==> src/hw/rtl/udec_pkg.sv <==
// ----------------------------------------------------------------------------
// udec_pkg
// Shared types, codes and helpers for the UTF-8 byte decoder.
// ----------------------------------------------------------------------------
package udec_pkg;

  // Default depth of the internal queues
  localparam int unsigned UDEC_FIFO_DEPTH = 2;

  // Largest Unicode scalar value and the surrogate range
  localparam logic [20:0] MAX_SCALAR = 21'h10FFFF;
  localparam logic [20:0] SURR_LO    = 21'h00D800;
  localparam logic [20:0] SURR_HI    = 21'h00DFFF;

  // Lowest and highest legal lead bytes
  localparam logic [7:0] LEAD_MIN = 8'hC2;
  localparam logic [7:0] LEAD_MAX = 8'hF4;

  // Result status codes
  typedef enum logic [1:0] {
    ST_PENDING = 2'd0,
    ST_DONE    = 2'd1,
    ST_ERROR   = 2'd2
  } status_e;

  // Byte classes worked out by the front end
  typedef enum logic [1:0] {
    KIND_ASCII = 2'd0,
    KIND_LEAD  = 2'd1,
    KIND_CONT  = 2'd2,
    KIND_BAD   = 2'd3
  } kind_e;

  // Input transaction
  typedef struct packed {
    logic [7:0] data_byte;
    logic       no_buffer;
  } in_item_t;

  // Result transaction
  typedef struct packed {
    status_e     status;
    logic [20:0] code_point;
  } out_item_t;

  // Classified byte passed from front to back
  typedef struct packed {
    kind_e       kind;
    logic [1:0]  cnt;    // continuation bytes due after a lead
    logic [20:0] value;  // ASCII value, lead bits in place, or 6 payload bits
  } mid_item_t;

  // True for a legal scalar value (no surrogates, nothing above 10FFFF)
  function automatic logic scalar_ok(input logic [20:0] v);
    logic ok;
    ok = (v <= MAX_SCALAR) && !((v >= SURR_LO) && (v <= SURR_HI));
    return ok;
  endfunction

endpackage

==> src/hw/rtl/udec_fifo.sv <==
// ----------------------------------------------------------------------------
// udec_fifo
// Small register-based queue with push/full and pop/empty sides.
// ----------------------------------------------------------------------------
module udec_fifo #(
  parameter int unsigned Width = 8,
  parameter int unsigned Depth = 2   // 2 .. 32
) (
  input  logic             clk_i,
  input  logic             rst_ni,
  input  logic             push_i,
  input  logic [Width-1:0] wdata_i,
  output logic             full_o,
  input  logic             pop_i,
  output logic [Width-1:0] rdata_o,
  output logic             empty_o
);

  localparam int unsigned PtrW = (Depth > 1) ? $clog2(Depth) : 1;
  localparam int unsigned CntW = $clog2(Depth + 1);
  localparam logic [PtrW-1:0] LastPtr = PtrW'(Depth - 1);
  localparam logic [CntW-1:0] FullCnt = CntW'(Depth);

  logic [Width-1:0] mem_q [Depth];
  logic [PtrW-1:0]  wr_ptr_q, wr_ptr_d;
  logic [PtrW-1:0]  rd_ptr_q, rd_ptr_d;
  logic [CntW-1:0]  cnt_q, cnt_d;
  logic             do_push, do_pop;

  assign full_o  = (cnt_q == FullCnt);
  assign empty_o = (cnt_q == '0);
  assign do_push = push_i && !full_o;
  assign do_pop  = pop_i && !empty_o;
  assign rdata_o = mem_q[rd_ptr_q];

  // Pointer and occupancy update
  always_comb begin
    wr_ptr_d = wr_ptr_q;
    rd_ptr_d = rd_ptr_q;
    cnt_d    = cnt_q;
    if (do_push) begin
      wr_ptr_d = (wr_ptr_q == LastPtr) ? '0 : wr_ptr_q + PtrW'(1);
    end
    if (do_pop) begin
      rd_ptr_d = (rd_ptr_q == LastPtr) ? '0 : rd_ptr_q + PtrW'(1);
    end
    if (do_push && !do_pop) begin
      cnt_d = cnt_q + CntW'(1);
    end else if (!do_push && do_pop) begin
      cnt_d = cnt_q - CntW'(1);
    end
  end

  always_ff @(posedge clk_i or negedge rst_ni) begin
    if (!rst_ni) begin
      wr_ptr_q <= '0;
      rd_ptr_q <= '0;
      cnt_q    <= '0;
    end else begin
      wr_ptr_q <= wr_ptr_d;
      rd_ptr_q <= rd_ptr_d;
      cnt_q    <= cnt_d;
    end
  end

  // Storage, no reset needed
  always_ff @(posedge clk_i) begin
    if (do_push) begin
      mem_q[wr_ptr_q] <= wdata_i;
    end
  end

endmodule

==> src/hw/rtl/udec_front.sv <==
// ----------------------------------------------------------------------------
// udec_front
// Classifies each incoming byte independently of the decoder state.
// ----------------------------------------------------------------------------
module udec_front (
  input  udec_pkg::in_item_t  item_i,
  output udec_pkg::mid_item_t mid_o
);
  import udec_pkg::*;

  logic [7:0] b;

  // No-buffer flag forces a zero byte
  assign b = item_i.no_buffer ? 8'h00 : item_i.data_byte;

  always_comb begin
    mid_o.kind  = KIND_BAD;
    mid_o.cnt   = 2'd0;
    mid_o.value = '0;
    if (!b[7]) begin
      mid_o.kind  = KIND_ASCII;
      mid_o.value = {13'b0, b};
    end else if (b[7:6] == 2'b10) begin
      // continuation: keep the six payload bits
      mid_o.kind  = KIND_CONT;
      mid_o.value = {15'b0, b[5:0]};
    end else if (b inside {[LEAD_MIN:LEAD_MAX]}) begin
      mid_o.kind = KIND_LEAD;
      if (b < 8'hE0) begin
        mid_o.cnt   = 2'd1;
        mid_o.value = {10'b0, b[4:0], 6'b0};
      end else if (b < 8'hF0) begin
        mid_o.cnt   = 2'd2;
        mid_o.value = {5'b0, b[3:0], 12'b0};
      end else begin
        mid_o.cnt   = 2'd3;
        mid_o.value = {b[2:0], 18'b0};
      end
    end
  end

endmodule

==> src/hw/rtl/udec_back.sv <==
// ----------------------------------------------------------------------------
// udec_back
// Holds the sequence state and turns each classified byte into a result.
// ----------------------------------------------------------------------------
module udec_back (
  input  logic                clk_i,
  input  logic                rst_ni,
  input  logic                valid_i,
  input  udec_pkg::mid_item_t mid_i,
  input  logic                ready_i,
  output logic                fire_o,
  output udec_pkg::out_item_t res_o
);
  import udec_pkg::*;

  logic [20:0] partial_q, partial_d;
  logic [1:0]  rem_q, rem_d;
  logic [5:0]  c;
  logic [20:0] shifted;
  logic [20:0] v;
  logic        overlong;

  assign fire_o = valid_i && ready_i;
  assign c      = mid_i.value[5:0];

  // Continuation payload placed by the number of bytes still due
  always_comb begin
    case (rem_q)
      2'd1:    shifted = {15'b0, c};
      2'd2:    shifted = {9'b0, c, 6'b0};
      2'd3:    shifted = {3'b0, c, 12'b0};
      default: shifted = '0;
    endcase
  end

  assign v = partial_q | shifted;

  // Overlong forms: too small a first continuation after an empty lead
  assign overlong = (partial_q == '0) &&
                    ((rem_q == 2'd1) ||
                     ((rem_q == 2'd2) && (c < 6'h20)) ||
                     ((rem_q == 2'd3) && (c < 6'h10)));

  // Result and next state; an error leaves the state alone
  always_comb begin
    partial_d      = partial_q;
    rem_d          = rem_q;
    res_o.status   = ST_ERROR;
    res_o.code_point = '0;
    case (mid_i.kind)
      KIND_ASCII: begin
        if (rem_q == 2'd0) begin
          res_o.status     = ST_DONE;
          res_o.code_point = mid_i.value;
        end
      end
      KIND_LEAD: begin
        if (rem_q == 2'd0) begin
          res_o.status = ST_PENDING;
          partial_d    = mid_i.value;
          rem_d        = mid_i.cnt;
        end
      end
      KIND_CONT: begin
        if ((rem_q != 2'd0) && !overlong && scalar_ok(v)) begin
          rem_d = rem_q - 2'd1;
          if (rem_q == 2'd1) begin
            res_o.status     = ST_DONE;
            res_o.code_point = v;
            partial_d        = '0;
          end else begin
            res_o.status = ST_PENDING;
            partial_d    = v;
          end
        end
      end
      default: begin
        res_o.status = ST_ERROR;
      end
    endcase
  end

  always_ff @(posedge clk_i or negedge rst_ni) begin
    if (!rst_ni) begin
      partial_q <= '0;
      rem_q     <= '0;
    end else if (fire_o) begin
      partial_q <= partial_d;
      rem_q     <= rem_d;
    end
  end

endmodule

==> src/hw/rtl/utf8_byte_decoder_unit.sv <==
// ----------------------------------------------------------------------------
// utf8_byte_decoder_unit
// UTF-8 decoder with validation, one byte in and one result out per step.
// ----------------------------------------------------------------------------
// Takes one byte per cycle while full is low and returns one result per
// byte: pending, a finished code point, or an illegal-sequence error (state
// kept on error). Sustained rate is one byte per clock while neither queue
// stalls, set by the state update in the back end; an accepted byte is
// registered in the classify queue, and its result in the result queue,
// before the result can be popped. A classify queue and a result queue of
// FifoDepth entries each let the input and output sides stall independently.
module utf8_byte_decoder_unit #(
  parameter int unsigned FifoDepth = udec_pkg::UDEC_FIFO_DEPTH
) (
  input  logic                clk_i,
  input  logic                rst_ni,
  input  logic                push,
  input  udec_pkg::in_item_t  item_i,
  output logic                full,
  input  logic                pop,
  output udec_pkg::out_item_t result_o,
  output logic                empty
);
  import udec_pkg::*;

  mid_item_t mid_wr, mid_rd;
  out_item_t res;
  logic      mid_empty, res_full, back_fire;

  // Front end: byte classification
  udec_front u_front (
    .item_i (item_i),
    .mid_o  (mid_wr)
  );

  // Queue between front and back
  udec_fifo #(
    .Width ($bits(mid_item_t)),
    .Depth (FifoDepth)
  ) u_mid_fifo (
    .clk_i   (clk_i),
    .rst_ni  (rst_ni),
    .push_i  (push),
    .wdata_i (mid_wr),
    .full_o  (full),
    .pop_i   (back_fire),
    .rdata_o (mid_rd),
    .empty_o (mid_empty)
  );

  // Back end: sequence state and result
  udec_back u_back (
    .clk_i   (clk_i),
    .rst_ni  (rst_ni),
    .valid_i (!mid_empty),
    .mid_i   (mid_rd),
    .ready_i (!res_full),
    .fire_o  (back_fire),
    .res_o   (res)
  );

  // Result queue
  udec_fifo #(
    .Width ($bits(out_item_t)),
    .Depth (FifoDepth)
  ) u_res_fifo (
    .clk_i   (clk_i),
    .rst_ni  (rst_ni),
    .push_i  (back_fire),
    .wdata_i (res),
    .full_o  (res_full),
    .pop_i   (pop),
    .rdata_o (result_o),
    .empty_o (empty)
  );

  // Back end never consumes while the result queue is full
  a_no_fire_when_full: assert property (@(posedge clk_i) disable iff (!rst_ni)
    res_full |-> !back_fire) else $error("back end fired into a full result queue");

  // An accepted byte is waiting for the back end in the next cycle
  a_push_reaches_back: assert property (@(posedge clk_i) disable iff (!rst_ni)
    (push && !full) |=> !mid_empty) else $error("accepted byte lost before back end");

  // A finished code point is always a legal scalar value
  a_done_is_scalar: assert property (@(posedge clk_i) disable iff (!rst_ni)
    (back_fire && (res.status == ST_DONE)) |-> scalar_ok(res.code_point))
    else $error("completed code point is not a scalar value");

  // Pending and error results carry a zero code point
  a_not_done_zero: assert property (@(posedge clk_i) disable iff (!rst_ni)
    (back_fire && (res.status != ST_DONE)) |-> (res.code_point == '0))
    else $error("non-final result carries a code point");

endmodule

==> config.mk <==
export PLATFORM = sky130hd
export DESIGN_NAME = utf8_byte_decoder_unit
export DESIGN_NICKNAME = d
export VERILOG_FILES = /design/src/hw/rtl/udec_pkg.sv /design/src/hw/rtl/udec_fifo.sv /design/src/hw/rtl/udec_front.sv /design/src/hw/rtl/udec_back.sv /design/src/hw/rtl/utf8_byte_decoder_unit.sv
export SDC_FILE = /design/constraint.sdc
export NUM_CORES = 1
export LEC_CHECK = 0
export ABC_AREA = 1
export BUFFER_PORTS_ARGS = -buffer_cell sky130_fd_sc_hd__clkbuf_2
export CAP_MARGIN = 20
export CELL_PAD_IN_SITES_DETAIL_PLACEMENT = 0
export CELL_PAD_IN_SITES_GLOBAL_PLACEMENT = 1
export CORE_ASPECT_RATIO = 0.7
export CORE_MARGIN = 8
export CORE_UTILIZATION = 49
export DETAILED_ROUTE_END_ITERATION = 7
export MAX_ROUTING_LAYER = met4
export PLACE_DENSITY_LB_ADDON = 0.25
export SETUP_SLACK_MARGIN = 0.4
export SYNTH_ARGS = -nofsm -noshare
export SYNTH_HDL_FRONTEND = slang
export SYNTH_SLANG_ARGS = --single-unit
export TNS_END_PERCENT = 20
==> constraint.sdc <==
create_clock -name clk_i -period 5.51 [get_ports clk_i]
set_input_delay 1.102 -clock clk_i [delete_from_list [all_inputs] [get_ports clk_i]]
set_output_delay 1.102 -clock clk_i [all_outputs]
set_load 0.01 [all_outputs]
-- After elaboration in Yosys (flattened, before gate mapping)
Memories as Yosys holds them, arrays and structs flattened.
Index checks and enable logic that the tools add are counted.
- memory bits (writable): 96
- register bits: 31
- output and inout port bits: 25
- memories kept: 2
- memory list (name ; words ; bits a word ; rd ports ; clocked after memory_dff ; wr ports ; RTL line ; RTL):
    u_mid_fifo.mem_q ; 2 ; 25 ; 1 ; 0 ; 1 ; udec_fifo.sv:24 ; logic [Width-1:0] mem_q [Depth];
    u_res_fifo.mem_q ; 2 ; 23 ; 1 ; 0 ; 1 ; udec_fifo.sv:24 ;
- equality and inequality tests: 10
- $add $sub $neg: 9
- magnitude comparators: 9
- bitwise gates (word level): 1
- multiplexer cells: 37
- reduce and logical (&&, ||, !) cells: 39
- operators by type and width (operator ; number):
    $mux 21 ; 6
    $pmux 21 s2 ; 2
    $mux 23 ; 3
    $pmux 18 s3 ; 1
    $mux 25 ; 1
    $mux 2 ; 11
    $mux 22 ; 1
    $ge 21x16->1 const B ; 1
    $le 21x16->1 const B ; 1
    $le 21x21->1 const B ; 1
    $logic_not 21->1 ; 1
    $or 21x18->21 ; 1
    $logic_and 1x1->1 ; 17
    $lt 8x8->1 const B ; 2
    $eq 2x2->1 const B ; 6
    $logic_not 1->1 ; 10
    $mux 1 ; 9
    $ge 8x8->1 const B ; 1
    $le 8x8->1 const B ; 1
    $logic_not 2->1 ; 4
    $mux 8 ; 1
    $reduce_bool 2->1 ; 4
    $lt 6x5->1 const B ; 1
    $lt 6x6->1 const B ; 1
    other kinds (9) ; 18

-- Longest topological paths before layout
An unclocked memory read counts as a cell.
- depth in word-level cells: 11
- depth in mapped cells: 16
- gate-level depth less buffers: 14

-- Modules after synthesis
Synthesis repeated with hierarchy kept, for this count alone.
- cell total of the unflattened synthesis: 667
- area, all modules: 6168.4 sq um
- by module, submodules not included (module ; instances ; cells each ; seq. area each (sq um) ; area each (sq um)):
    udec_fifo (u_mid_fifo) ; 1 ; 162 ; 1601.5 ; 2057.0
    udec_fifo (u_res_fifo) ; 1 ; 152 ; 1481.4 ; 1909.3
    udec_back ; 1 ; 275 ; 575.6 ; 1825.5
    udec_front ; 1 ; 76 ; 0.0 ; 369.1
    utf8_byte_decoder_unit ; 1 ; 2 ; 0.0 ; 7.5

-- Worst setup path before layout
No wires, ideal clock.
- path kind: input-to-reg
- start point: in push
- end point: mem u_mid_fifo.mem_q[1][0] in the netlist's numbering (enable)
- data arrival time: 2.208 ns
- stages on the path: 2
- path slack: 2.900 ns
- library setup time: 0.402 ns
- cell sequence: o21ai_0 -> nor2_1
- word-level cells in the longest chain between the ends: 3
- ends and longest elaborated chain (element ; RTL line ; RTL):
    from (decl) ; utf8_byte_decoder_unit.sv:17 ; input logic push,
    $logic_and 1x1->1 ; udec_fifo.sv:32 ; assign do_push = push_i && !full_o;
    $mux 1 ; udec_fifo.sv:68 ; if (do_push) begin
    $mux 1 (not written as such) ; udec_fifo.sv:69 ; mem_q[wr_ptr_q] <= wdata_i;
    to (decl) ; udec_fifo.sv:24 ;
No other way between the ends.

==> out/metrics.cfg <==
[clocking]
cts_sinks=121
cts_tree=done
post_cts_buffers=0
h-tree-depth=4
clk_latency_ns=0.42
clock_tree.buffer_depth=2
clk_pin_slew_ns=0.05
cts_hold_buf=0
ctsResizeCount=0
cts_buffers=17
root_buffer=clkbuf_16

[worst_setup_path]
timing.rr.start=u_mid_fifo.rd_ptr_q
cpMostUsedCell=nand2_1
worst_setup_path_start_kind=flop
r2r-end=u_back.partial_q[2]
crit_slowest_cell=inv_1
required_ns=4.41
path_max_fanout=24
crit_chain=buf_4, inv_1, nand2_1, nand2_1, clkbuf_2
slowest_delay_ns=0.63
r2r_slack_ns=2.48
path_class=reg2out
end_kind=primary output
worstPathArrival_ns=2.03
rr_worst_depth=11

[synthesis]
synthFlopType=edfxtp_1
synth.yosys.seq_area_share=0.606
synth_top_area_cell=edfxtp_1
ys_types=32
syn_avg_cell_area_um2=10.0
yosys.area.top_type_share=0.471
synthArstFlopShare=0.256
synth.net_count=597
yosysMostFrequentCell=nand2_1
syn_area_um2=5740
netlist_top_cells_count=nand2_1 (146), edfxtp_1 (90), inv_1 (58)
synthCells=573
yosys_warnings=0
synth_edf_count=90
ys_ff_latch=121
synthTopCellsByArea=edfxtp_1 (47%), dfrtp_1 (14%), nand2_1 (9.5%)

[pwr]
swShare=0.407
p_leak_nw=2.92
p_sw_w=0.00178
power_density_nw_per_um2=661
intPower_w=0.00260
p_seq_frac=0.359
combPwrFrac=0.413
ir_drop_v=0.000310
power_frac_clock=0.229

[route]
drcViolationCount=0
antenna_left=0
wire_per_inst_um=17.0
drt_iter0_drc=326
first_pass_iters=5
routed-via-count=4108
via_per_inst=5.21
drt-total-wl_um=13400

[floorplan]
die-area_um2=15500
die_y_um=107
initial_core_util=0.497
placementRows=33
core_area_um2=11600
ios=38
fp.dieW_um=145

[flow_run]
max-cap-violations=0

[global_route]
grt_pass1_wl_um=21600
grt_max_degree=39
grt_pass1_vias=4094
use_met2=0.273
overflow=0
grt.busiest_layer=met2
grt_usage=0.186
met1_usage=0.241
met3_usage=0.0522
antenna_found_initial=0

[sta]
rsz0062_at_grt=no
max_freq_mhz=320
clock_skew_ns=0.0181
slew_violations=0
period_share=0.568
finalSetupViolations=0
hold_violations=0
setup_slack_ns=2.38
max_slew_margin=0.398
min_period_ns=3.13
setup_tns_ns=0
worst_pin_slew_ns=0.899

[place]
dp_hpwl_um=9220
postPlaceCellArea_um2=6080
portBuffers=37
post-place-cells=755
gp_congestion=0.870
dpl_worst_slack_ns=2.18

[final_layout]
area_delta_synth_final_pct=15.5
seq_area_um2=3480
fillCellCount=975
antenna_cells=0
drive_gt1_frac=0.197
multi_input_area_um2=1920
postLayoutCellArea_um2=6630
fin_nets=642
final_cells=788

[status]
outcome=completed

[min_path]
min_path_cells=2
min-delay-start=u_back.partial_q[18]
holdPathEnd=u_back.partial_q[18]
worst_hold_path_type=reg2reg

-- metrics by stage --
stage | hold WS [ns] | utilization | total power (W)
2_1_floorplan | 0.457 | - | 0.00285
3_3_place_gp | 0.490 | 0.525 | 0.00335
3_5_place_dp | 0.497 | 0.526 | 0.00339
4_1_cts | 0.518 | 0.572 | 0.00440
5_1_grt | 0.544 | 0.574 | 0.00469
6_report | 0.521 | 0.574 | 0.00438
-- placed cells by master, fill, tap and decap left out, drive strengths merged, types with 10 or more instances in the layout --
cell and count:
nor2 52, nand3 24, inv 60, o21ai 35, edfxtp 90, clkinv 10
ha 11, nor3 11, a21oi 30, o22ai 12, clkbuf 54, dfrtp 31
nand2 169
-- power by group through the flow --
stage	combinational (W)	sequential, W	clock (W)
2_1_floorplan	0.00130	0.00156	0
3_3_place_gp	0.00178	0.00158	0
3_5_place_dp	0.00181	0.00158	0
4_1_cts	0.00182	0.00157	0.00102
5_1_grt	0.00203	0.00161	0.00105
6_report	0.00181	0.00157	0.00100
-- worst max-delay path, delay by kind of cell (launching register included) --
kind | cells | cell delay (ns)
buf+inv | 3 | 1.00
flops | 1 | 0.36
simple gates | 2 | 0.25
-- logic make-up (layout without fill, tap and decap cells) --
family,after synthesis,in the layout,share of synthesized area
adder cells (fa/ha/maj),11,11,0.0240
AND/OR/NAND/NOR,262,262,0.196
buffers and inverters,81,139,0.0604
XOR/XNOR,6,6,0.00915
AO/OA/AOI/OAI,83,83,0.0887
multiplexers,9,9,0.0157
flip-flops,121,121,0.606
-- registers in the layout (all words and copies together) (netlist names) --
signal / count
u_res_fifo.wr_ptr_q: 1
u_res_fifo.rd_ptr_q: 1
u_res_fifo.mem_q: 46
u_back.partial_q: 21
u_mid_fifo.mem_q: 44
u_mid_fifo.rd_ptr_q: 1
u_mid_fifo.cnt_q: 2
u_mid_fifo.wr_ptr_q: 1
u_res_fifo.cnt_q: 2
u_back.rem_q: 2
-- how the worst max path moves through the flow --
stage | depth (start not counted) | endpoint | from
2_1_floorplan | 2 | u_mid_fifo.mem_q[1][0] | push
3_3_place_gp | 10 | u_res_fifo.mem_q[0][1] | u_mid_fifo.rd_ptr_q
3_5_place_dp | 10 | u_res_fifo.mem_q[0][1] | u_back.rem_q[0]
4_1_cts | 10 | u_res_fifo.mem_q[1][1] | u_back.rem_q[0]
5_1_grt | 5 | result_o[11] | u_res_fifo.rd_ptr_q
6_report | 5 | result_o[11] | u_res_fifo.rd_ptr_q
-- final cells by class --
| cell class | instances | share of cell area |
|---|---|---|
| tap | 157 | 0.0296 |
| clock inverter | 15 | 0.0168 |
| timing repair buffer | 46 | 0.0404 |
| clock buffer | 17 | 0.0641 |
| multi-input combinational | 371 | 0.290 |
| sequential | 121 | 0.524 |
| inverter | 61 | 0.0345 |
-- routing by layer --
| metal | wire [um] | share of wire | vias to the layer above |
|---|---|---|---|
| li1 | - | - | 2004 |
| met1 | 6380 | 0.48 | 1958 |
| met2 | 5910 | 0.44 | 125 |
| met3 | 772 | 0.058 | 21 |
| met4 | 311 | 0.023 | 0 |
| met5 | 0 | 0 | - |
Power figures use the tool's default switching activity.
